`src/rtl/fnq_pkg.sv`:
```
// Package for the face normal Q15 unit: widths, bus types and pipeline constants.
// No dependencies; all rtl files reference it by scoped names.
`default_nettype none
package fnq_pkg;
    localparam int COORD_W   = 17;
    localparam int DIFF_W    = COORD_W + 1;
    localparam int PROD_W    = 2 * DIFF_W;
    localparam int CROSS_W   = PROD_W + 1;
    localparam int MAG_W     = 2 * COORD_W + 1;
    localparam int LO_W      = (MAG_W + 1) / 2;
    localparam int HI_W      = MAG_W - LO_W;
    localparam int SQ_W      = 2 * MAG_W;
    localparam int S_W       = SQ_W + 2;
    localparam int Q_W       = 15;
    localparam int ACC_W     = S_W + 2 * Q_W + 1;
    localparam int Y_SH      = 2 * (Q_W - 1);
    localparam int Y_W       = S_W + Y_SH;
    localparam int SCALE_HI  = 30;   // 32767^2 = 2^30 - 2^16 + 1
    localparam int SCALE_MID = 16;
    localparam int MAT_W     = 6;
    localparam int SPM_W     = 6;
    localparam int SHADE_W   = 11;
    localparam int SHADE_BASE = 8;
    localparam int SHADE_MAX  = 2047;
    localparam int IN_BITS   = 9 * COORD_W + MAT_W;
    localparam int IN_W      = ((IN_BITS + 7) / 8) * 8;
    localparam int OUT_W     = 64;
    localparam int NORM_W    = 16;
    localparam int N_FRONT   = 6;
    localparam int N_CELL    = Q_W;
    localparam int N_STAGE   = N_FRONT + N_CELL + 1;
    localparam logic [SPM_W-1:0] SPM_RESET = 6'd8;

    typedef logic [SQ_W-1:0]  t_sq;
    typedef logic [ACC_W-1:0] t_acc;
    typedef logic [Y_W-1:0]   t_y;
    typedef logic [S_W-1:0]   t_s;

    typedef struct packed {
        logic [ACC_W-1:0] rem;
        logic [ACC_W-1:0] xacc;
        logic [Q_W-1:0]   k;
    } t_lane;

    typedef struct packed {
        logic [SHADE_W-1:0] shade;
        logic               deg;
        logic [2:0]         neg;
    } t_side;

    typedef struct packed {
        t_lane [2:0]    lane;
        logic [Y_W-1:0] y;
        logic [S_W-1:0] s;
        t_side          side;
    } t_cell_bus;
endpackage
`default_nettype wire

```
`src/rtl/fnq_round.sv`:
```
// Final cell: round to nearest, ties to even, apply sign, zero degenerate normals.
// Holds the output register. Depends on fnq_pkg.
`default_nettype none
module fnq_round (
    input  wire logic                       i_clk,
    input  wire logic                       i_rst_n,
    input  wire logic                       i_ld,
    input  wire logic                       i_valid,
    input  wire fnq_pkg::t_cell_bus         i_bus,
    output logic                            o_valid,
    output logic [fnq_pkg::OUT_W-1:0]       o_tdata,
    output logic                            o_tuser
);
    logic                      r_v;
    logic [fnq_pkg::OUT_W-1:0] r_tdata;
    logic                      r_tuser;
    logic [fnq_pkg::ACC_W+2:0] n_lhs [3], n_rhs [3];
    logic                      n_up [3];
    logic [fnq_pkg::NORM_W-1:0] n_q [3], n_o [3];

    // 4T - (2k+1)^2 s = 4 rem - 4 xacc - s, with xacc = k s after the last bit
    always_comb begin
        for (int l = 0; l < 3; l++) begin
            n_lhs[l] = {1'b0, i_bus.lane[l].rem, 2'b00};
            n_rhs[l] = {1'b0, i_bus.lane[l].xacc, 2'b00}
                     + (fnq_pkg::ACC_W+3)'(i_bus.s);
            n_up[l]  = (n_lhs[l] > n_rhs[l])
                    || ((n_lhs[l] == n_rhs[l]) && i_bus.lane[l].k[0]);
            n_q[l]   = {1'b0, i_bus.lane[l].k} + fnq_pkg::NORM_W'(n_up[l]);
            if (i_bus.side.deg) begin
                n_o[l] = '0;
            end else if (i_bus.side.neg[l]) begin
                n_o[l] = -n_q[l];
            end else begin
                n_o[l] = n_q[l];
            end
        end
    end

    always_ff @(posedge i_clk) begin
        if (!i_rst_n) begin
            r_v <= 1'b0;
        end else if (i_ld) begin
            r_v <= i_valid;
        end
    end

    always_ff @(posedge i_clk) begin
        if (i_ld) begin
            r_tdata <= fnq_pkg::OUT_W'({i_bus.side.shade, n_o[2], n_o[1], n_o[0]});
            r_tuser <= i_bus.side.deg;
        end
    end

    assign o_valid = r_v;
    assign o_tdata = r_tdata;
    assign o_tuser = r_tuser;
endmodule
`default_nettype wire

```
`config.mk`:
```
export PLATFORM = sky130hd
export DESIGN_NAME = fnq_round
export DESIGN_NICKNAME = d
export VERILOG_FILES = /design/src/rtl/fnq_pkg.sv /design/src/rtl/fnq_round.sv
export SDC_FILE = /design/constraint.sdc
export NUM_CORES = 1
export LEC_CHECK = 0
export ABC_CLOCK_PERIOD_IN_PS = 10140
export BUFFER_PORTS_ARGS = -buffer_cell sky130_fd_sc_hd__buf_2
export CORE_AREA = 5 5 351 353
export DETAILED_ROUTE_END_ITERATION = 8
export DIE_AREA = 0 0 356 358
export HOLD_SLACK_MARGIN = 0.15
export PLACE_DENSITY = 0.48
export SLEW_MARGIN = 20
export SYNTH_ARGS = -nofsm -noshare
export SYNTH_HDL_FRONTEND = slang
export SYNTH_SLANG_ARGS = --single-unit
```
`constraint.sdc`:
```
create_clock -name i_clk -period 10.14 [get_ports i_clk]
set_clock_uncertainty 0.1 [all_clocks]
set_input_delay 1.521 -clock i_clk [delete_from_list [all_inputs] [get_ports i_clk]]
set_output_delay 1.521 -clock i_clk [all_outputs]
set_load 0.05 [all_outputs]
```
==> flow_summary.ini <==
[status]
outcome = complete, no violations

[synth]
yosysTopAreaCellShare = 0.259
ys_types = 94
synth_area_per_cell_um2 = 7.42
synth-edff-count = 60
async_flop_share = 0
netlist_area_um2 = 25600
synthCells = 3453
ys_seq_area_frac = 0.0711
synth_common_cells = ha_1, a21oi_1, nor2_1
synth_area_leaders = ha_1, edfxtp_1, xnor2_1
yosysMostFrequentCell = ha_1
synth_ff_type = edfxtp_1
synth_seq_cells = 61
yosysWarningCount = 0
yosysTopAreaCell = ha_1

[clock_tree]
cts_buffers = 9
cts-root-buf = clkbuf_16
clk_path_buf_depth = 2
cts_setup_buffers = 0
cts_tree = yes
insertion_delay_ps = 340
htree_levels = 3
path_clk_slew_ps = 50
cts.sink_count = 61

[pwr]
power.density_nw_per_um2 = 81.7
seq_power_share = 0.117
p_sw_mw = 1.34
ir_worst_vdd_v = 0.0000977
comb_power_share = 0.765
internal-power_mw = 1.34
p_leak_nw = 15.1
fin_total_pwr_mw = 2.68
power_frac_clock = 0.118
p_sw_frac = 0.499

[placed_design]
dp_slack_ps = 108
numPortBuffers = 814
routabilityCongestion = 0.943
placedCellCount = 5893
placed_area_um2 = 32300
dp_hpwl_um = 137000

[critical_path]
max_stage_delay_ps = 700
crit_fanout = 7
end_kind = flop
path_class = input port to flop
cp_slowest_cell = or4b_2
cp-start-kind = input port
required_ps = 10120
worstPathArrival_ps = 9550

[final_layout]
drive_above_1_share = 0.237
design_area_um2 = 32700
final_util = 0.274
syn_to_final_growth_pct = 27.8
fin_nets = 5680
nFillCells = 13400
multiInputGateArea_um2 = 22900
stdcell_count = 5981
regArea_um2 = 1820

[timing]
tns_ps = 0
setup_viol = 0
timing.final.ws_setup_ps = 570
hold_viol_final = 0
rsz0062_at_grt = no
fin_crit_sh = 0.944
relSlewSlack = 0.435
max_freq_ghz = 0.104
finalMaxSlewViolations = 0
worst_pin_slew_ps = 840
finalCriticalPeriod_ps = 9570
holdWs_ps = 440

[die]
fp.coreArea_um2 = 119000
start_util = 0.214
die_area_um2 = 127000
die_h_um = 358
io_pins = 920
dieWidth_um = 356
rows = 127

[global_routing]
grt_pass1_vias = 29800
grtUsageTotal = 0.220
globalRouteOverflowTotal = 0
grt_pass1_wl_um = 206000
antenna_found_initial = 176
grt_max_degree = 50

[route]
wl_per_cell_um = 24.9
num_vias = 30600
wl_um = 149000
firstDrtPassIters = 6
first_iter_violations = 2228
vias_per_cell = 5.11
ant_nets = 0
drcViolationCount = 0

[flow_run]
maxCapViolCount = 0

[worst_hold_path]
hold_class = flop to flop
## worst max-delay path, delay by kind of cell
family	cells	cell delay [ps]
compound gates	15	3050
mux	1	120
simple gates	11	2660
fa+ha+maj	4	1080
buf+inv	5	740
xor+xnor	2	350
## layer usage
| metal | share of wire | vias up | global-route usage |
|---|---|---|---|
| li1 | - | 14800 | - |
| met1 | 0.43 | 14300 | 0.281 |
| met2 | 0.45 | 1139 | 0.363 |
| met3 | 0.093 | 268 | 0.0706 |
| met4 | 0.021 | 110 | 0.0456 |
| met5 | 0.0046 | - | 0 |
## cell type report
class,count,share of cell area
antenna,72,0.00550
clock buffer,14,0.00806
clock inverter,2,0.00107
inverter,91,0.0104
multi-input combinational,3174,0.701
sequential,61,0.0556
tap,1612,0.0616
timing repair buffer,955,0.157
## cell families after synthesis
| logic type | Yosys count | share of synthesized area |
|---|---|---|
| buf+inv | 222 | 0.0351 |
| fa+ha+maj | 534 | 0.262 |
| flops | 61 | 0.0711 |
| mux | 8 | 0.00322 |
| compound gates | 1076 | 0.271 |
| xor+xnor | 373 | 0.128 |
| simple gates | 1178 | 0.231 |
| other cells | 1 | 0.000146 |
## power groups by stage
stage                     Combinational (mW)  Sequential, mW  Clock (mW)
final                                   2.05           0.313       0.316
after global routing                    2.28           0.314       0.332
after CTS                               2.05           0.313       0.323
after detailed placement                2.03           0.318           0
after global placement                  2.03           0.318           0
after floorplan                         1.23           0.400           0
## registers in the layout, summed over array words and instances, names as in the netlist
name	count
o_tuser	1
o_valid	1
o_tdata	59
## cells in the final DEF (no fill, tap or decap), drive strengths merged, types with 60 or more instances in the layout
master	instances
a21o	187
a21oi	332
buf	955
diode	72
edfxtp	60
ha	531
inv	91
nand2	257
nand3	133
nand4	176
nor2	268
nor3	86
o21ai	218
xnor2	193
xor2	180
## timing repair
action                     4_1_cts  5_1_grt
setup endpoints to repair        0        2
hold buffers                     0        0
resized for setup                0        3
## path summary, 6_finish.rpt
kind / from / endpoint / slack, ps / cells past startpoint
max reg2reg: o_valid / o_valid / 9440 / 2
min: o_valid / o_valid / 440 / 2
min reg2reg: o_valid / o_valid / 440 / 2
max: i_bus[43] / o_tdata[30] / 570 / 38
No activity file was read; power rests on OpenSTA's default activity.
