### src/rtl/fnq_pkg.sv
// Package for the face normal Q15 unit: widths, bus types and pipeline constants.
// No dependencies; all rtl files reference it by scoped names.
`default_nettype none
package fnq_pkg;
    localparam int COORD_W   = 17;
    localparam int DIFF_W    = COORD_W + 1;
    localparam int PROD_W    = 2 * DIFF_W;
    localparam int CROSS_W   = PROD_W + 1;
    localparam int MAG_W     = 2 * COORD_W + 1;
    localparam int LO_W      = (MAG_W + 1) / 2;
    localparam int HI_W      = MAG_W - LO_W;
    localparam int SQ_W      = 2 * MAG_W;
    localparam int S_W       = SQ_W + 2;
    localparam int Q_W       = 15;
    localparam int ACC_W     = S_W + 2 * Q_W + 1;
    localparam int Y_SH      = 2 * (Q_W - 1);
    localparam int Y_W       = S_W + Y_SH;
    localparam int SCALE_HI  = 30;   // 32767^2 = 2^30 - 2^16 + 1
    localparam int SCALE_MID = 16;
    localparam int MAT_W     = 6;
    localparam int SPM_W     = 6;
    localparam int SHADE_W   = 11;
    localparam int SHADE_BASE = 8;
    localparam int SHADE_MAX  = 2047;
    localparam int IN_BITS   = 9 * COORD_W + MAT_W;
    localparam int IN_W      = ((IN_BITS + 7) / 8) * 8;
    localparam int OUT_W     = 64;
    localparam int NORM_W    = 16;
    localparam int N_FRONT   = 6;
    localparam int N_CELL    = Q_W;
    localparam int N_STAGE   = N_FRONT + N_CELL + 1;
    localparam logic [SPM_W-1:0] SPM_RESET = 6'd8;

    typedef logic [SQ_W-1:0]  t_sq;
    typedef logic [ACC_W-1:0] t_acc;
    typedef logic [Y_W-1:0]   t_y;
    typedef logic [S_W-1:0]   t_s;

    typedef struct packed {
        logic [ACC_W-1:0] rem;
        logic [ACC_W-1:0] xacc;
        logic [Q_W-1:0]   k;
    } t_lane;

    typedef struct packed {
        logic [SHADE_W-1:0] shade;
        logic               deg;
        logic [2:0]         neg;
    } t_side;

    typedef struct packed {
        t_lane [2:0]    lane;
        logic [Y_W-1:0] y;
        logic [S_W-1:0] s;
        t_side          side;
    } t_cell_bus;
endpackage
`default_nettype wire

### src/rtl/fnq_cell.sv
// One quotient-bit cell: decides one bit of round-down(32767*|n_i|/|n|) for all
// three lanes by shift-and-subtract, then hands its state on. Depends on fnq_pkg.
`default_nettype none
module fnq_cell (
    input  wire logic               i_clk,
    input  wire logic               i_rst_n,
    input  wire logic               i_ld,
    input  wire logic               i_valid,
    input  wire fnq_pkg::t_cell_bus i_bus,
    output logic                    o_valid,
    output fnq_pkg::t_cell_bus      o_bus
);
    logic               r_v;
    fnq_pkg::t_cell_bus r_bus, n_bus;
    logic [fnq_pkg::ACC_W:0] n_d [3];
    logic                    n_take [3];

    // rem = T - k^2 s, xacc = 2^(b+1) k s, y = 2^(2b) s; try bit b: k^2 s grows by xacc + y
    always_comb begin
        n_bus = i_bus;
        for (int l = 0; l < 3; l++) begin
            n_d[l] = {1'b0, i_bus.lane[l].xacc} + {1'b0, fnq_pkg::t_acc'(i_bus.y)};
            n_take[l] = n_d[l] <= {1'b0, i_bus.lane[l].rem};
            n_bus.lane[l].rem  = n_take[l] ? i_bus.lane[l].rem - n_d[l][fnq_pkg::ACC_W-1:0]
                                           : i_bus.lane[l].rem;
            n_bus.lane[l].xacc = (i_bus.lane[l].xacc >> 1)
                               + (n_take[l] ? fnq_pkg::t_acc'(i_bus.y) : '0);
            n_bus.lane[l].k    = {i_bus.lane[l].k[fnq_pkg::Q_W-2:0], n_take[l]};
        end
        n_bus.y = i_bus.y >> 2;
    end

    always_ff @(posedge i_clk) begin
        if (!i_rst_n) begin
            r_v <= 1'b0;
        end else if (i_ld) begin
            r_v <= i_valid;
        end
    end

    always_ff @(posedge i_clk) begin
        if (i_ld) begin
            r_bus <= n_bus;
        end
    end

    assign o_valid = r_v;
    assign o_bus   = r_bus;
endmodule
`default_nettype wire

### config.mk
export PLATFORM = sky130hd
export DESIGN_NAME = fnq_cell
export DESIGN_NICKNAME = d
export VERILOG_FILES = /design/src/rtl/fnq_pkg.sv /design/src/rtl/fnq_cell.sv
export SDC_FILE = /design/constraint.sdc
export NUM_CORES = 2
export LEC_CHECK = 0
export CORE_AREA = 2 2 664 666
export DETAILED_ROUTE_END_ITERATION = 8
export DIE_AREA = 0 0 666 668
export DONT_BUFFER_PORTS = 1
export PLACE_DENSITY = 0.45
export SLEW_MARGIN = 10
export SYNTH_ARGS = -nofsm -noshare
export SYNTH_HDL_FRONTEND = slang
export SYNTH_SLANG_ARGS = --single-unit
### constraint.sdc
create_clock -name i_clk -period 16.35 [get_ports i_clk]
set_input_delay 4.0875 -clock i_clk [delete_from_list [all_inputs] [get_ports i_clk]]
set_output_delay 4.0875 -clock i_clk [all_outputs]
set_load 0.05 [all_outputs]
==> summary.txt <==
Timing
  • Slew Limit Headroom: 0.0753
  • Max frequency: 0.0639 GHz
  • Hold_ws: 775 ps
  • Clk_skew: 0 ps
  • RSZ-0062 raised after global routing: no
  • Fin. Hold Viols: 0
  • Crit share post-route: 0.956
  • Slew @ Worst Pin: 1390 ps
  • Pins over their slew limit: 0
  • Minimum clock period: 15640 ps
  • Setup TNS: 0 ps
  • Endpoints failing setup: 0

Worst setup path
  • Slowest cell delay on critical path: 670 ps
  • Flop2flop setup slack: 15390 ps
  • Critical Path Most Common Cell: buf_4
  • Setup crit start: i_bus[87]
  • Worst Path Max Fanout: 17
  • Crit path arrival time: 16390 ps
  • Worst setup SP type: primary input
  • Slowest CP cell: o311ai_0
  • Critical path endpoint: o_bus[735]$_DFFE_PP_
  • WS Path Type: in2reg
  • Worst r2r dst: o_valid$_SDFFE_PN0P_
  • Critical R2R Launch: o_valid$_SDFFE_PN0P_
  • Worst Reg-to-Reg Cells: 2
  • Worst EP required: 17100 ps
  • Setup crit end kind: flip-flop

Floorplanning
  • Io pins: 1705
  • Height of the die: 668 um
  • Die Wd: 666 um
  • Area of the die: 445000 sq um
  • Initial core utilization: 0.218
  • CORE AREA: 437000 sq um
  • Std cell rows: 243

Synthesis
  • Top FF cell, synth: edfxtp_1
  • Gate Count Post-Synth: 11.7k
  • Yosys warns: 0
  • Synth unique cells: 102
  • Synth Cell Area: 95500 sq um
  • Seq/Total Area, Yosys: 0.267
  • Post-synth EDFFs: 848
  • Ys async rst share: 0
  • Synth Register Bits: 849
  • Syn avg cell area: 8.18 sq um

Clock network
  • CTS Hold Bufs: 0
  • Clk sinks: 849
  • Worst-skew pair later-pin latency: 890 ps
  • Worst-path clk slew: 70 ps
  • Clock Path Buffers: 4
  • Cts bufs inserted: 122
  • CTS H-Tree Depth: 3
  • Post-CTS setup buffer count: 0
  • Clk root buf: clkbuf_16
  • Post_cts resized: 0
  • TritonCTS clock tree: built

Detailed routing
  • First-pass detailed-route iteration total: 8
  • Final wirelength: 585000 um
  • Routed Antenna Nets: 0
  • Routed length per placed instance: 32.7 um
  • DR iter-0 viols: 8287
  • Via Count: 92.5k
  • Vias/cell: 5.17
  • Residual DRC: 0

GRT
  • Initial antenna violation count: 176
  • Grt met2 use: 0.416
  • Largest net degree at the start of global routing: 169
  • Total GRT Usage: 0.251
  • Global-route met3 utilization: 0.0644
  • Most used routing layer in global routing: met2
  • Vias in the first global route: 89.1k
  • Global-route wire length before repair: 770000 um
  • Total congestion overflow: 0
  • Met1 global-route usage: 0.285

Outcome
  • Status: complete, no violations

Power
  • Leak: 48.3 nW
  • Pwr Density: 141 nW/um^2
  • PnR Total Power: 0.0155 W
  • Peak VDD IR: 0.0820 mV

Run
  • MaxCap Viol Count: 0

Worst hold path
  • HP Class: reg2reg
  • Hold Startpoint: o_valid$_SDFFE_PN0P_

Place
  • Placed cell area: 105000 sq um
  • Placed Cells: 17.5k
  • Port bufs: 0
  • RD Place Congestion: 1.03
  • Half-perimeter wire length after placement: 505000 um

Layout
  • Number of standard cells in the final layout excluding fillers: 17.9k
  • Final Cell Area: 110000 sq um
  • Layout area overhead: 15.3%
  • Layout cells sized above 1: 0.0802
  • # fillers: 48.3k
  • Final #Nets: 13.9k
-- power breakdown --
part / switching [W] / total [W] / internal, W
combinational: 0.00439 / 0.00692 / 0.00253
sequential: 0.00250 / 0.00569 / 0.00319
clock: 0.00124 / 0.00293 / 0.00168
total: 0.00814 / 0.0155 / 0.00740
-- cell usage in the layout, fill, tap and decap left out, types with 123 or more instances in the layout --
master / synthesis / final
edfxtp_1: 848 / 848
clkbuf_16: 0 / 123
o21ai_0: 732 / 731
a21oi_1: 1247 / 1246
nor3_1: 155 / 154
nor2_1: 787 / 787
and2_1: 174 / 174
a21o_1: 665 / 665
inv_1: 990 / 990
nand2_1: 958 / 958
ha_1: 1215 / 1215
buf_4: 11 / 625
diode_2: 0 / 200
nand3_1: 205 / 205
xnor2_1: 565 / 565
nand4_1: 333 / 333
o21bai_1: 254 / 254
xor2_1: 328 / 328
-- cells by family (layout without fill, tap and decap cells) --
group | after synthesis | in the layout | share of synthesized area
other | 1 | 202 | 0.0000393
DFF | 849 | 849 | 0.267
xor gates and xnor gates | 893 | 893 | 0.0819
adders and majority gates | 1224 | 1224 | 0.161
and+or+nand+nor | 3121 | 3121 | 0.157
muxes | 118 | 118 | 0.0125
buffers and inverters | 1589 | 1855 | 0.0645
AOI/OAI and AO/OA | 3873 | 3873 | 0.256
-- per-layer routing --
layer	vias to the layer above	routed length [um]
met2	3621	274000
met3	863	44600
met1	45264	225000
met5	-	394
li1	42749	-
met4	50	41500
-- cells in the mapped netlist, types with 67 or more instances --
library cell / instances / area [sq um]
a21oi_1: 1247 / 6240
ha_1: 1215 / 15200
inv_1: 990 / 3720
nand2_1: 958 / 3600
edfxtp_1: 848 / 25500
nor2_1: 787 / 2950
o21ai_0: 732 / 3660
a21o_1: 665 / 4990
xnor2_1: 565 / 4950
clkbuf_1: 505 / 1900
nand4_1: 333 / 2080
xor2_1: 328 / 2870
o21bai_1: 254 / 1910
nand3_1: 205 / 1030
and2_1: 174 / 1090
nor3_1: 155 / 776
o21a_1: 116 / 871
a31oi_1: 111 / 694
mux2i_1: 105 / 1050
and3_1: 103 / 644
nor2b_1: 94 / 588
a211oi_1: 83 / 623
o21ai_1: 79 / 395
o31ai_1: 78 / 586
buf_2: 67 / 335
-- worst min path at each step --
stage / endpoint / cells after the start
after floorplan: o_valid$_SDFFE_PN0P_ / 2
after global placement: o_valid$_SDFFE_PN0P_ / 2
after detailed placement: o_valid$_SDFFE_PN0P_ / 2
after CTS: o_valid$_SDFFE_PN0P_ / 2
after global routing: o_valid$_SDFFE_PN0P_ / 2
final: o_valid$_SDFFE_PN0P_ / 2
-- flip-flops by register name (all words and copies together) (netlist names) --
register / count
o_bus: 848
o_valid: 1
-- worst max-delay path: cells and delay by family --
kind	cells	cell delay (ps)
AO/OA/AOI/OAI	21	5690
XOR/XNOR	1	280
adder cells (fa/ha/maj)	4	1510
buffers and inverters	12	2320
AND/OR/NAND/NOR	11	2360
-- metrics by stage --
step / setup slack, ps / utilization
2_1_floorplan: 2900 / -
4_1_cts: 937 / 0.251
3_5_place_dp: -15.7 / 0.241
5_1_grt: 475 / 0.251
6_report: 711 / 0.252
3_3_place_gp: -50.7 / 0.241
-- area by class of cell --
type,count,area (sq um),share of cell area
inverter,992,3730,0.0339
antenna,200,500,0.00455
tap,5757,7200,0.0654
clock buffer,134,3120,0.0283
clock inverter,88,1080,0.00983
timing repair buffer,641,5060,0.0459
sequential,849,25500,0.232
multi-input combinational,9231,63900,0.580
No activity file was read; power rests on OpenSTA's default activity.
